### src/rtl/core/assert_macros.svh
// Assertion macros used by the top-level RTL file of the pixel mapper.
`ifndef ASSERT_MACROS_SVH
`define ASSERT_MACROS_SVH
`ifndef SYNTH
`define PMAP_ASSERT(lbl, expr) \
  lbl: assert property (@(posedge clk_i) disable iff (!rst_ni) (expr)) \
    else $error("assertion failed");
`define PMAP_ASSERT_IMPL(lbl, pre, post) \
  lbl: assert property (@(posedge clk_i) disable iff (!rst_ni) (pre) |-> (post)) \
    else $error("assertion failed");
`else
`define PMAP_ASSERT(lbl, expr)
`define PMAP_ASSERT_IMPL(lbl, pre, post)
`endif
`endif

### src/rtl/core/pmap_pkg.sv
// Types, constants and register codes of the LED matrix pixel mapper.
package pmap_pkg;
  localparam int unsigned MaxPixelsDef   = 65536;
  localparam int unsigned ChannelBitsDef = 24;
  localparam int unsigned ChansPerPixel  = 3;
  localparam int unsigned CountLimit     = 256;
  localparam int unsigned CfgIdxW        = 4;
  localparam int unsigned CfgDataW       = 24;
  localparam int unsigned ChanSumW       = 34;

  typedef enum logic [CfgIdxW-1:0] {
    REG_ORIENTATION   = 4'd0,
    REG_SINGLE_NODE   = 4'd1,
    REG_START_CORNER  = 4'd2,
    REG_NUM_STRINGS   = 4'd3,
    REG_STRANDS       = 4'd4,
    REG_PIXELS_STRAND = 4'd5,
    REG_START_CHANNEL = 4'd6,
    REG_CHAN_STRIDE   = 4'd7
  } pmap_reg_e;

  typedef struct packed {
    logic        orientation;
    logic        single_node;
    logic        ltor;
    logic        btot;
    logic [8:0]  ns;
    logic [8:0]  sp;
    logic [15:0] len;
    logic [23:0] start;
    logic [23:0] stride;
  } pmap_cfg_t;
endpackage

### src/rtl/core/pmap_if.sv
// Channel interfaces: pixel input words, mapped output words, register writes.
interface pmap_in_if;
  logic        valid;
  logic        ready;
  logic [15:0] pixel_index;
  modport source (output valid, output pixel_index, input ready);
  modport sink (input valid, input pixel_index, output ready);
endinterface

interface pmap_out_if;
  logic        valid;
  logic        ready;
  logic [15:0] buf_x;
  logic [15:0] buf_y;
  logic [23:0] channel;
  logic [7:0]  string_number;
  logic        out_of_range;
  modport source (output valid, output buf_x, output buf_y, output channel,
                  output string_number, output out_of_range, input ready);
  modport sink (input valid, input buf_x, input buf_y, input channel,
                input string_number, input out_of_range, output ready);
endinterface

interface pmap_cfg_if;
  logic        valid;
  logic        ready;
  logic [3:0]  index;
  logic [23:0] data;
  modport source (output valid, output index, output data, input ready);
  modport sink (input valid, input index, input data, output ready);
endinterface

### src/rtl/core/led_matrix_pixel_mapper.sv
// Top level of the serpentine LED matrix pixel mapper.
//
// A pixel index word enters on pix_i; one mapped word leaves on res_o with
// the buffer column and row, the string number, the first output channel and
// an out-of-range flag. Registers are written on cfg_i, which is always ready;
// they should only change while no word is in flight.
// The pipeline has three stages for string size, matrix size and range check,
// four stages for each of the two dividers, which resolve two quotient bits a
// stage, and two stages for the strand and channel products and the final
// mirroring.
// Throughput is one word per cycle. When the receiver stalls, the whole
// pipeline holds and pix_i is not ready while the output word waits; no word
// is lost or repeated. Reset empties the pipeline and loads the register
// defaults: vertical strands, start corner 3, one string of one strand of 50
// pixels, start channel 0 and a string stride of 150 channels.
`include "assert_macros.svh"
module led_matrix_pixel_mapper import pmap_pkg::*; #(
  parameter int unsigned MAX_PIXELS   = MaxPixelsDef,
  parameter int unsigned CHANNEL_BITS = ChannelBitsDef
) (
  input  logic clk_i,
  input  logic rst_ni,
  pmap_cfg_if.sink   cfg_i,
  pmap_in_if.sink    pix_i,
  pmap_out_if.source res_o
);
  logic        orient_q, single_q;
  logic [1:0]  corner_q;
  logic [8:0]  ns_q, sp_q;
  logic [15:0] len_q;
  logic [23:0] start_q, stride_q;
  pmap_cfg_t   cfg;
  logic        en;
  logic        fv, fo;
  logic [15:0] fidx;
  logic [23:0] fps;
  logic        d1v, d1oor;
  logic [7:0]  d1q;
  logic [15:0] d1r;
  logic        d2v;
  logic [7:0]  d2q;
  logic [15:0] d2r;
  logic [24:0] d2side;

  assign cfg_i.ready = 1'b1;

  always_ff @(posedge clk_i or negedge rst_ni) begin
    if (!rst_ni) begin
      orient_q <= 1'b0;
      single_q <= 1'b0;
      corner_q <= 2'd3;
      ns_q     <= 9'd1;
      sp_q     <= 9'd1;
      len_q    <= 16'd50;
      start_q  <= '0;
      stride_q <= 24'd150;
    end else if (cfg_i.valid) begin
      unique case (cfg_i.index)
        REG_ORIENTATION:   orient_q <= cfg_i.data[0];
        REG_SINGLE_NODE:   single_q <= cfg_i.data[0];
        REG_START_CORNER:  corner_q <= cfg_i.data[1:0];
        REG_NUM_STRINGS:   ns_q     <= cfg_i.data[8:0];
        REG_STRANDS:       sp_q     <= cfg_i.data[8:0];
        REG_PIXELS_STRAND: len_q    <= cfg_i.data[15:0];
        REG_START_CHANNEL: start_q  <= cfg_i.data;
        REG_CHAN_STRIDE:   stride_q <= cfg_i.data;
        default: ;
      endcase
    end
  end

  always_comb begin
    cfg.orientation = orient_q;
    cfg.single_node = single_q;
    cfg.ltor        = corner_q[0];
    cfg.btot        = corner_q[1];
    cfg.ns          = (ns_q > 9'(CountLimit)) ? 9'(CountLimit) : ns_q;
    cfg.sp          = (sp_q > 9'(CountLimit)) ? 9'(CountLimit) : sp_q;
    cfg.len         = len_q;
    cfg.start       = start_q;
    cfg.stride      = stride_q;
  end

  assign en          = !res_o.valid || res_o.ready;
  assign pix_i.ready = en;

  pmap_front #(.MAX_PIXELS(MAX_PIXELS)) u_front (
    .clk_i, .rst_ni, .en_i(en), .cfg_i(cfg),
    .valid_i(pix_i.valid), .idx_i(pix_i.pixel_index),
    .valid_o(fv), .idx_o(fidx), .per_string_o(fps), .oor_o(fo)
  );

  pmap_div #(.DW(24), .SW(1)) u_div_string (
    .clk_i, .rst_ni, .en_i(en), .valid_i(fv), .num_i(fidx), .den_i(fps),
    .side_i(fo), .valid_o(d1v), .quo_o(d1q), .rem_o(d1r), .side_o(d1oor)
  );

  pmap_div #(.DW(16), .SW(25)) u_div_strand (
    .clk_i, .rst_ni, .en_i(en), .valid_i(d1v), .num_i(d1r), .den_i(cfg.len),
    .side_i({d1oor, d1q, d1r}), .valid_o(d2v), .quo_o(d2q), .rem_o(d2r),
    .side_o(d2side)
  );

  pmap_back #(.CHANNEL_BITS(CHANNEL_BITS)) u_back (
    .clk_i, .rst_ni, .en_i(en), .cfg_i(cfg), .valid_i(d2v),
    .s_i(d2side[23:16]), .g_i(d2q), .p_i(d2r), .rem_i(d2side[15:0]),
    .oor_i(d2side[24]),
    .valid_o(res_o.valid), .buf_x_o(res_o.buf_x), .buf_y_o(res_o.buf_y),
    .channel_o(res_o.channel), .string_o(res_o.string_number),
    .oor_o(res_o.out_of_range)
  );

  `PMAP_ASSERT(a_ready_follows_stall, pix_i.ready == (!res_o.valid || res_o.ready))
  `PMAP_ASSERT_IMPL(a_chan_zero_on_flag, res_o.valid && res_o.out_of_range, res_o.channel == '0)
  `PMAP_ASSERT_IMPL(a_cfg_ready, cfg_i.valid, cfg_i.ready)
endmodule

### src/rtl/core/pmap_div.sv
// Pipelined restoring divider, two quotient bits per stage, 8-bit quotient.
module pmap_div import pmap_pkg::*; #(
  parameter int unsigned DW = 24,
  parameter int unsigned SW = 1
) (
  input  logic          clk_i,
  input  logic          rst_ni,
  input  logic          en_i,
  input  logic          valid_i,
  input  logic [15:0]   num_i,
  input  logic [DW-1:0] den_i,
  input  logic [SW-1:0] side_i,
  output logic          valid_o,
  output logic [7:0]    quo_o,
  output logic [15:0]   rem_o,
  output logic [SW-1:0] side_o
);
  localparam int unsigned Stg = 4;
  localparam int unsigned WW  = DW + 8;

  logic          v_q [Stg];
  logic [15:0]   r_q [Stg];
  logic [7:0]    q_q [Stg];
  logic [DW-1:0] d_q [Stg];
  logic [SW-1:0] s_q [Stg];

  for (genvar j = 0; j < Stg; j++) begin : g_stg
    localparam int unsigned KH = 7 - 2 * j;
    logic          v_in;
    logic [15:0]   r_in;
    logic [7:0]    q_in;
    logic [DW-1:0] d_in;
    logic [SW-1:0] s_in;
    logic [WW-1:0] dh;
    logic [WW-1:0] dl;
    logic [15:0]   r_mid;
    logic [15:0]   r_d;
    logic          b1;
    logic          b0;

    if (j == 0) begin : g_first
      assign v_in = valid_i;
      assign r_in = num_i;
      assign q_in = '0;
      assign d_in = den_i;
      assign s_in = side_i;
    end else begin : g_next
      assign v_in = v_q[j-1];
      assign r_in = r_q[j-1];
      assign q_in = q_q[j-1];
      assign d_in = d_q[j-1];
      assign s_in = s_q[j-1];
    end

    always_comb begin
      dh    = WW'(d_in) << KH;
      dl    = WW'(d_in) << (KH - 1);
      b1    = WW'(r_in) >= dh;
      r_mid = b1 ? r_in - dh[15:0] : r_in;
      b0    = WW'(r_mid) >= dl;
      r_d   = b0 ? r_mid - dl[15:0] : r_mid;
    end

    always_ff @(posedge clk_i or negedge rst_ni) begin
      if (!rst_ni) begin
        v_q[j] <= 1'b0;
      end else if (en_i) begin
        v_q[j] <= v_in;
      end
    end

    always_ff @(posedge clk_i) begin
      if (en_i) begin
        r_q[j] <= r_d;
        q_q[j] <= {q_in[5:0], b1, b0};
        d_q[j] <= d_in;
        s_q[j] <= s_in;
      end
    end
  end

  assign valid_o = v_q[Stg-1];
  assign quo_o   = q_q[Stg-1];
  assign rem_o   = r_q[Stg-1];
  assign side_o  = s_q[Stg-1];
endmodule

### src/rtl/core/pmap_front.sv
// Front stages: string size, matrix size and the range check of the index.
module pmap_front import pmap_pkg::*; #(
  parameter int unsigned MAX_PIXELS = MaxPixelsDef
) (
  input  logic        clk_i,
  input  logic        rst_ni,
  input  logic        en_i,
  input  pmap_cfg_t   cfg_i,
  input  logic        valid_i,
  input  logic [15:0] idx_i,
  output logic        valid_o,
  output logic [15:0] idx_o,
  output logic [23:0] per_string_o,
  output logic        oor_o
);
  logic        va_q, vb_q, vc_q;
  logic [15:0] idxa_q, idxb_q, idxc_q;
  logic [23:0] psa_q, psb_q, psc_q;
  logic [32:0] totb_q;
  logic        oorc_d, oorc_q;
  logic [32:0] max_c;

  assign max_c  = 33'(MAX_PIXELS);
  assign oorc_d = (psb_q == '0) || (33'(idxb_q) >= totb_q) || (33'(idxb_q) >= max_c);

  always_ff @(posedge clk_i or negedge rst_ni) begin
    if (!rst_ni) begin
      va_q <= 1'b0;
      vb_q <= 1'b0;
      vc_q <= 1'b0;
    end else if (en_i) begin
      va_q <= valid_i;
      vb_q <= va_q;
      vc_q <= vb_q;
    end
  end

  always_ff @(posedge clk_i) begin
    if (en_i) begin
      idxa_q <= idx_i;
      psa_q  <= 24'(cfg_i.sp) * 24'(cfg_i.len);
      idxb_q <= idxa_q;
      psb_q  <= psa_q;
      totb_q <= 33'(cfg_i.ns) * 33'(psa_q);
      idxc_q <= idxb_q;
      psc_q  <= psb_q;
      oorc_q <= oorc_d;
    end
  end

  assign valid_o      = vc_q;
  assign idx_o        = idxc_q;
  assign per_string_o = psc_q;
  assign oor_o        = oorc_q;
endmodule

### src/rtl/core/pmap_back.sv
// Back stages: strand and channel products, then mirroring and the output word.
module pmap_back import pmap_pkg::*; #(
  parameter int unsigned CHANNEL_BITS = ChannelBitsDef
) (
  input  logic        clk_i,
  input  logic        rst_ni,
  input  logic        en_i,
  input  pmap_cfg_t   cfg_i,
  input  logic        valid_i,
  input  logic [7:0]  s_i,
  input  logic [7:0]  g_i,
  input  logic [15:0] p_i,
  input  logic [15:0] rem_i,
  input  logic        oor_i,
  output logic        valid_o,
  output logic [15:0] buf_x_o,
  output logic [15:0] buf_y_o,
  output logic [23:0] channel_o,
  output logic [7:0]  string_o,
  output logic        oor_o
);
  logic                v_q, vo_q;
  logic [7:0]          s_q, g_q;
  logic [15:0]         p_q, rem_q;
  logic                oor_q;
  logic [16:0]         tp_q;
  logic [17:0]         strands_q;
  logic [31:0]         cp_q;
  logic [15:0]         t_c, tinv_c, pinv_c, bx_d, by_d;
  logic [ChanSumW-1:0] chan_c;
  logic                even_c, ovf_c;
  logic [15:0]         bx_q, by_q;
  logic [23:0]         ch_d, ch_q;
  logic [7:0]          st_q;
  logic                fo_d, fo_q;

  always_ff @(posedge clk_i or negedge rst_ni) begin
    if (!rst_ni) begin
      v_q  <= 1'b0;
      vo_q <= 1'b0;
    end else if (en_i) begin
      v_q  <= valid_i;
      vo_q <= v_q;
    end
  end

  always_ff @(posedge clk_i) begin
    if (en_i) begin
      s_q       <= s_i;
      g_q       <= g_i;
      p_q       <= p_i;
      rem_q     <= rem_i;
      oor_q     <= oor_i;
      tp_q      <= 17'(s_i) * 17'(cfg_i.sp);
      strands_q <= 18'(cfg_i.ns) * 18'(cfg_i.sp);
      cp_q      <= 32'(s_i) * 32'(cfg_i.stride);
    end
  end

  always_comb begin
    t_c    = 16'(tp_q + 17'(g_q));
    tinv_c = 16'(strands_q - 18'd1 - 18'(t_c));
    pinv_c = cfg_i.len - 16'd1 - p_q;
    even_c = ~g_q[0];
    chan_c = ChanSumW'(cfg_i.start) + ChanSumW'(cp_q);
    if (!cfg_i.single_node) begin
      chan_c = chan_c + ChanSumW'(ChansPerPixel) * ChanSumW'(rem_q);
    end
    ovf_c = (chan_c >> CHANNEL_BITS) != '0;
    if (!cfg_i.orientation) begin
      bx_d = cfg_i.ltor ? t_c : tinv_c;
      if (cfg_i.single_node) begin
        by_d = even_c ? p_q : pinv_c;
      end else begin
        by_d = (cfg_i.btot == even_c) ? p_q : pinv_c;
      end
    end else begin
      by_d = cfg_i.btot ? t_c : tinv_c;
      if (cfg_i.single_node) begin
        bx_d = even_c ? p_q : pinv_c;
      end else begin
        bx_d = (cfg_i.ltor != even_c) ? pinv_c : p_q;
      end
    end
    ch_d = ovf_c ? '0 : chan_c[23:0];
    fo_d = ovf_c;
    if (oor_q) begin
      bx_d = '0;
      by_d = '0;
      ch_d = '0;
      fo_d = 1'b1;
    end
  end

  always_ff @(posedge clk_i) begin
    if (en_i) begin
      bx_q <= bx_d;
      by_q <= by_d;
      ch_q <= ch_d;
      st_q <= oor_q ? '0 : s_q;
      fo_q <= fo_d;
    end
  end

  assign valid_o   = vo_q;
  assign buf_x_o   = bx_q;
  assign buf_y_o   = by_q;
  assign channel_o = ch_q;
  assign string_o  = st_q;
  assign oor_o     = fo_q;
endmodule

### src/flat_wrapper.sv
// flat-port wrapper written by rule: the top's interface ports become plain ports
module led_matrix_pixel_mapper_flat import pmap_pkg::*;
#(
  parameter int unsigned MAX_PIXELS   = MaxPixelsDef,
  parameter int unsigned CHANNEL_BITS = ChannelBitsDef
)
  (clk_i, rst_ni, cfg_i_valid, cfg_i_index, cfg_i_data, cfg_i_ready, pix_i_valid, pix_i_pixel_index, pix_i_ready, res_o_valid, res_o_buf_x, res_o_buf_y, res_o_channel, res_o_string_number, res_o_out_of_range, res_o_ready);
  pmap_cfg_if cfg_i_i ();
  pmap_in_if pix_i_i ();
  pmap_out_if res_o_i ();
  input  logic clk_i;
  input  logic rst_ni;
  input wire logic [$bits(cfg_i_i.valid)-1:0] cfg_i_valid;
  input wire logic [$bits(cfg_i_i.index)-1:0] cfg_i_index;
  input wire logic [$bits(cfg_i_i.data)-1:0] cfg_i_data;
  output wire logic [$bits(cfg_i_i.ready)-1:0] cfg_i_ready;
  input wire logic [$bits(pix_i_i.valid)-1:0] pix_i_valid;
  input wire logic [$bits(pix_i_i.pixel_index)-1:0] pix_i_pixel_index;
  output wire logic [$bits(pix_i_i.ready)-1:0] pix_i_ready;
  output wire logic [$bits(res_o_i.valid)-1:0] res_o_valid;
  output wire logic [$bits(res_o_i.buf_x)-1:0] res_o_buf_x;
  output wire logic [$bits(res_o_i.buf_y)-1:0] res_o_buf_y;
  output wire logic [$bits(res_o_i.channel)-1:0] res_o_channel;
  output wire logic [$bits(res_o_i.string_number)-1:0] res_o_string_number;
  output wire logic [$bits(res_o_i.out_of_range)-1:0] res_o_out_of_range;
  input wire logic [$bits(res_o_i.ready)-1:0] res_o_ready;
  assign cfg_i_i.valid = cfg_i_valid;
  assign cfg_i_i.index = cfg_i_index;
  assign cfg_i_i.data = cfg_i_data;
  assign cfg_i_ready = cfg_i_i.ready;
  assign pix_i_i.valid = pix_i_valid;
  assign pix_i_i.pixel_index = pix_i_pixel_index;
  assign pix_i_ready = pix_i_i.ready;
  assign res_o_valid = res_o_i.valid;
  assign res_o_buf_x = res_o_i.buf_x;
  assign res_o_buf_y = res_o_i.buf_y;
  assign res_o_channel = res_o_i.channel;
  assign res_o_string_number = res_o_i.string_number;
  assign res_o_out_of_range = res_o_i.out_of_range;
  assign res_o_i.ready = res_o_ready;
  led_matrix_pixel_mapper #(.MAX_PIXELS(MAX_PIXELS), .CHANNEL_BITS(CHANNEL_BITS)) u_core (.clk_i(clk_i), .rst_ni(rst_ni), .cfg_i(cfg_i_i), .pix_i(pix_i_i), .res_o(res_o_i));
endmodule
### config.mk
export PLATFORM = sky130hd
export DESIGN_NAME = led_matrix_pixel_mapper_flat
export DESIGN_NICKNAME = d
export VERILOG_FILES = /design/src/rtl/core/pmap_pkg.sv /design/src/rtl/core/pmap_if.sv /design/src/rtl/core/led_matrix_pixel_mapper.sv /design/src/rtl/core/pmap_div.sv /design/src/rtl/core/pmap_front.sv /design/src/rtl/core/pmap_back.sv /design/src/flat_wrapper.sv
export VERILOG_INCLUDE_DIRS = /design/src /design/src/rtl/core
export SDC_FILE = /design/constraint.sdc
export NUM_CORES = 2
export LEC_CHECK = 0
export BUFFER_PORTS_ARGS = -buffer_cell sky130_fd_sc_hd__clkbuf_2
export CAP_MARGIN = 20
export CELL_PAD_IN_SITES_DETAIL_PLACEMENT = 0
export CELL_PAD_IN_SITES_GLOBAL_PLACEMENT = 1
export CORE_ASPECT_RATIO = 1.75
export CORE_MARGIN = 8
export CORE_UTILIZATION = 52
export DETAILED_ROUTE_END_ITERATION = 6
export GPL_ROUTABILITY_DRIVEN = 0
export GPL_TIMING_DRIVEN = 1
export PLACE_DENSITY_LB_ADDON = 0.3
export SYNTH_ARGS = -nofsm -noshare
export SYNTH_HDL_FRONTEND = slang
export SYNTH_SLANG_ARGS = --single-unit
### constraint.sdc
create_clock -name clk_i -period 39.9 [get_ports clk_i]
set_input_delay 7.98 -clock clk_i [delete_from_list [all_inputs] [get_ports clk_i]]
set_output_delay 7.98 -clock clk_i [all_outputs]
set_load 0.005 [all_outputs]
==> key figures <==
Detailed routing
  • Via density: 5.56
  • WL per Instance: 19.8 um
  • Number of detailed-route iterations in the first pass: 7
  • # DRC: 0
  • Number of DRC markers after the initial detailed-route iteration: 2054
  • Final ANT Viol Nets: 0
  • Final wirelength: 156 mm
  • Vias post-DR: 43.7k

STA
  • Total Negative Setup Slacks: 0 ns
  • Relative slew slack: 25.9%
  • Minimum period implied by the final worst setup slack: 16.93 ns
  • Final-report max-slew violation count: 0
  • Fmax: 59.1 MHz
  • Final-report hold violation count: 0
  • Portion of the clock cycle consumed by the worst path in the final layout: 42.4%
  • Unrepaired setup endpoints after global routing: false
  • Worst-margin pin slew: 1.11 ns
  • Final setup violating endpoints: 0
  • Maximum clock skew at final layout: 0.0482 ns

Clock network
  • # H-tree levels: 3
  • Clock Tree Buf Depth: 3
  • CTS buffer count: 80
  • Clock-pin slew reported for the worst setup and hold paths after clock tree synthesis: 0.07 ns
  • Quantity of gates resized following cts: 0
  • Sink count of the clock tree: 811
  • Number of setup buffers added after CTS: 0
  • Clock latency on the worst-skew pair: 0.70 ns
  • CTS Hold Buffers Added: 0
  • Clock tree from TritonCTS: built
  • Cell at the root of the clock tree: clkbuf_16

Worst hold path
  • Min-Delay Path Class: reg2reg

Synthesis
  • Post-synth top area cell: edfxtp_1
  • Synth unique cells: 87
  • Synthesized area per cell: 10.5 sq um
  • Predominant post-synthesis flop cell: edfxtp_1
  • Dominant cells by area after synthesis: edfxtp_1, fa_1, ha_1
  • Post-Synthesis Net Count: 7160
  • Async set or reset register ratio after synthesis: 12.2%
  • Area of the mapped netlist: 64000 sq um
  • Flip-flop and latch count after synthesis: 811
  • Post-Synthesis Cells: 6089
  • Synthesis Warnings: 0
  • Portion of synthesized cell area occupied by the leading cell type: 33.4%
  • Sequential element share of the synthesized area: 37.3%
  • Post-synth EDFFs: 712

Die
  • Chip Width: 281 um
  • Floorplan die area: 135000 sq um
  • Overall die height: 480 um
  • Effective utilization at floorplan: 52.3%
  • Row count: 170
  • Number of placed I/O pins: 117
  • Core area: 123000 sq um

Finish
  • Layout Area Growth over Synthesis: 8.12%
  • Number of inserted filler cells in the final layout: 10.7k
  • Post-layout net count: 7227
  • Layout cells sized above 1: 9.25%

Worst setup path
  • Largest fanout on the critical path: 70
  • CP Launch Type: input port
  • Kind of end point of the critical path: primary output
  • Worst endpoint required time: 31.92 ns
  • Category of the critical setup timing path: in2out
  • Endpoint arrival time on the critical path: 8.95 ns

Global route
  • Global-route track usage on met2: 44.6%
  • Maximum number of pins on one net before global-route repair: 213
  • GR met3 Demand/Resource: 2.44%
  • Initial antenna violation count: 2
  • Vias in the first global route: 46.4k
  • Wire length of the first global-routing pass: 246 mm
  • M1 GR Usage: 24.2%
  • Busiest grt layer: met2
  • Overall fraction of global-route tracks in use: 23.3%
  • Aggregate global routing overflow: 0

Placement
  • Half-perimeter wire length after placement: 120 mm
  • IO buf count: 115

Flow run
  • Max cap viols: 0

Outcome
  • Status: finished clean
cell usage after synthesis (5+ instances only):
cell,number
and2_1,314
a211oi_1,75
buf_2,8
fa_1,511
a41oi_1,7
nor3b_1,7
xnor2_1,194
o31ai_1,18
or2_2,16
nand3_1,62
o21ai_0,196
nor2_1,330
nand2b_1,51
nor4_1,33
a2111oi_0,5
o41ai_1,10
or4_1,9
edfxtp_1,712
o21bai_1,30
nor3_1,75
or3_1,25
clkbuf_1,153
and3_1,18
o211ai_1,15
nand2_1,582
a21o_1,117
buf_1,29
dfstp_2,11
a21boi_0,37
inv_1,885
mux2i_1,37
and4_1,6
dfrtp_1,88
nand4_1,60
nor2b_1,91
mux2_2,180
xor2_1,115
nand3b_1,12
a21oi_1,286
o21a_1,51
a31oi_1,24
ha_1,511
a31o_2,11
a211o_1,5
layout by cell type (no fill, tap or decap), drive strengths merged, types with 12 or more instances in the layout:
cell type and count:
nor3 80, nand3 62, ha 511, o21a 51
clkinv 33, or2 16, xor2 116, nor4 35
o21ai 201, nand2b 51, o21bai 30, o31ai 18
edfxtp 712, nand2 582, a21boi 38, nor2 330
a211oi 76, nand4 62, nand3b 12, mux2 181
and2 314, a31oi 24, o211ai 17, xnor2 194
dfrtp 88, a21o 117, and3 18, inv 901
nor2b 91, mux2i 37, buf 64, a21oi 287
fa 511, clkbuf 201, or3 25
logic make-up (layout without fill, tap and decap cells):
logic type / after synthesis / in the layout / synth area share (%)
buffers and inverters: 1080 / 1215 / 6.37
XOR/XNOR: 310 / 310 / 4.25
other: 1 / 3 / 0.00586
AO/OA/AOI/OAI: 943 / 943 / 9.35
multiplexers: 218 / 218 / 3.76
AND/OR/NAND/NOR: 1704 / 1704 / 13.0
flip-flops: 811 / 811 / 37.3
adder cells (fa/ha/maj): 1022 / 1022 / 26.0
final timing paths:
path	startpoint	to	slack, ns	cells after the start
worst max-delay path	res_o_ready	pix_i_ready	22.97	5
worst min-delay path	u_core.u_div_string.q_q[3][2]	u_core.u_div_strand.s_q[0][18]	0.41	0
worst max register to register	u_core.u_div_strand.s_q[2][1]	u_core.u_div_strand.r_q[3][4]	32.92	26
worst min register to register	u_core.u_div_string.q_q[3][2]	u_core.u_div_strand.s_q[0][18]	0.41	0
max in group asynchronous	rst_ni	u_core.sp_q[7]	31.38	2
min in group asynchronous	rst_ni	u_core.start_q[22]	7.25	1
flip-flops by register name (all words and copies together) (netlist names), 32 cells and up:
name                     cells
u_core.u_div_strand.s_q    100
u_core.u_div_string.d_q     72
u_core.u_div_string.r_q     64
u_core.u_div_strand.r_q     52
u_core.u_div_strand.d_q     48
u_core.u_front.totb_q       33
u_core.u_back.cp_q          32
per-layer routing:
metal	vias up	part of all wire, %	wire length (um)
met4	0	6.4	10000
met1	21700	36	55800
met3	396	3.5	5470
li1	20700	-	-
met5	-	0	0
met2	936	54	84300
through the flow:
stage	cell area [sq um]	utilization [%]	cells	setup slack (ns)	hold WS (ns)
4_1_cts	69200	56.5	7857	22.30	0.409
3_5_place_dp	66500	54.3	7707	22.30	0.405
5_1_grt	69200	56.5	7859	22.91	0.418
6_report	69200	56.5	7860	22.97	0.411
3_3_place_gp	66500	54.3	7707	22.33	0.400
2_1_floorplan	64000	-	6089	4.39	0.400
layout make-up:
cell class	count	area (sq um)	area share (%)
antenna	2	5.00	0.00723
clock buffer	87	2060	2.97
clock inverter	63	692	0.999
inverter	887	3340	4.82
multi-input combinational	4198	36200	52.2
sequential	811	23900	34.5
tap	1634	2040	2.95
timing repair buffer	178	1060	1.54
worst max-delay path, stage by stage:
cell      delay (ns)
clkbuf_2        0.07
nor2b_1         0.04
buf_4           0.19
inv_8           0.40
clkbuf_2        0.22
Power is not shown: default switching activity piles up to over one toggle a cycle in this logic, so the estimate is an artifact.
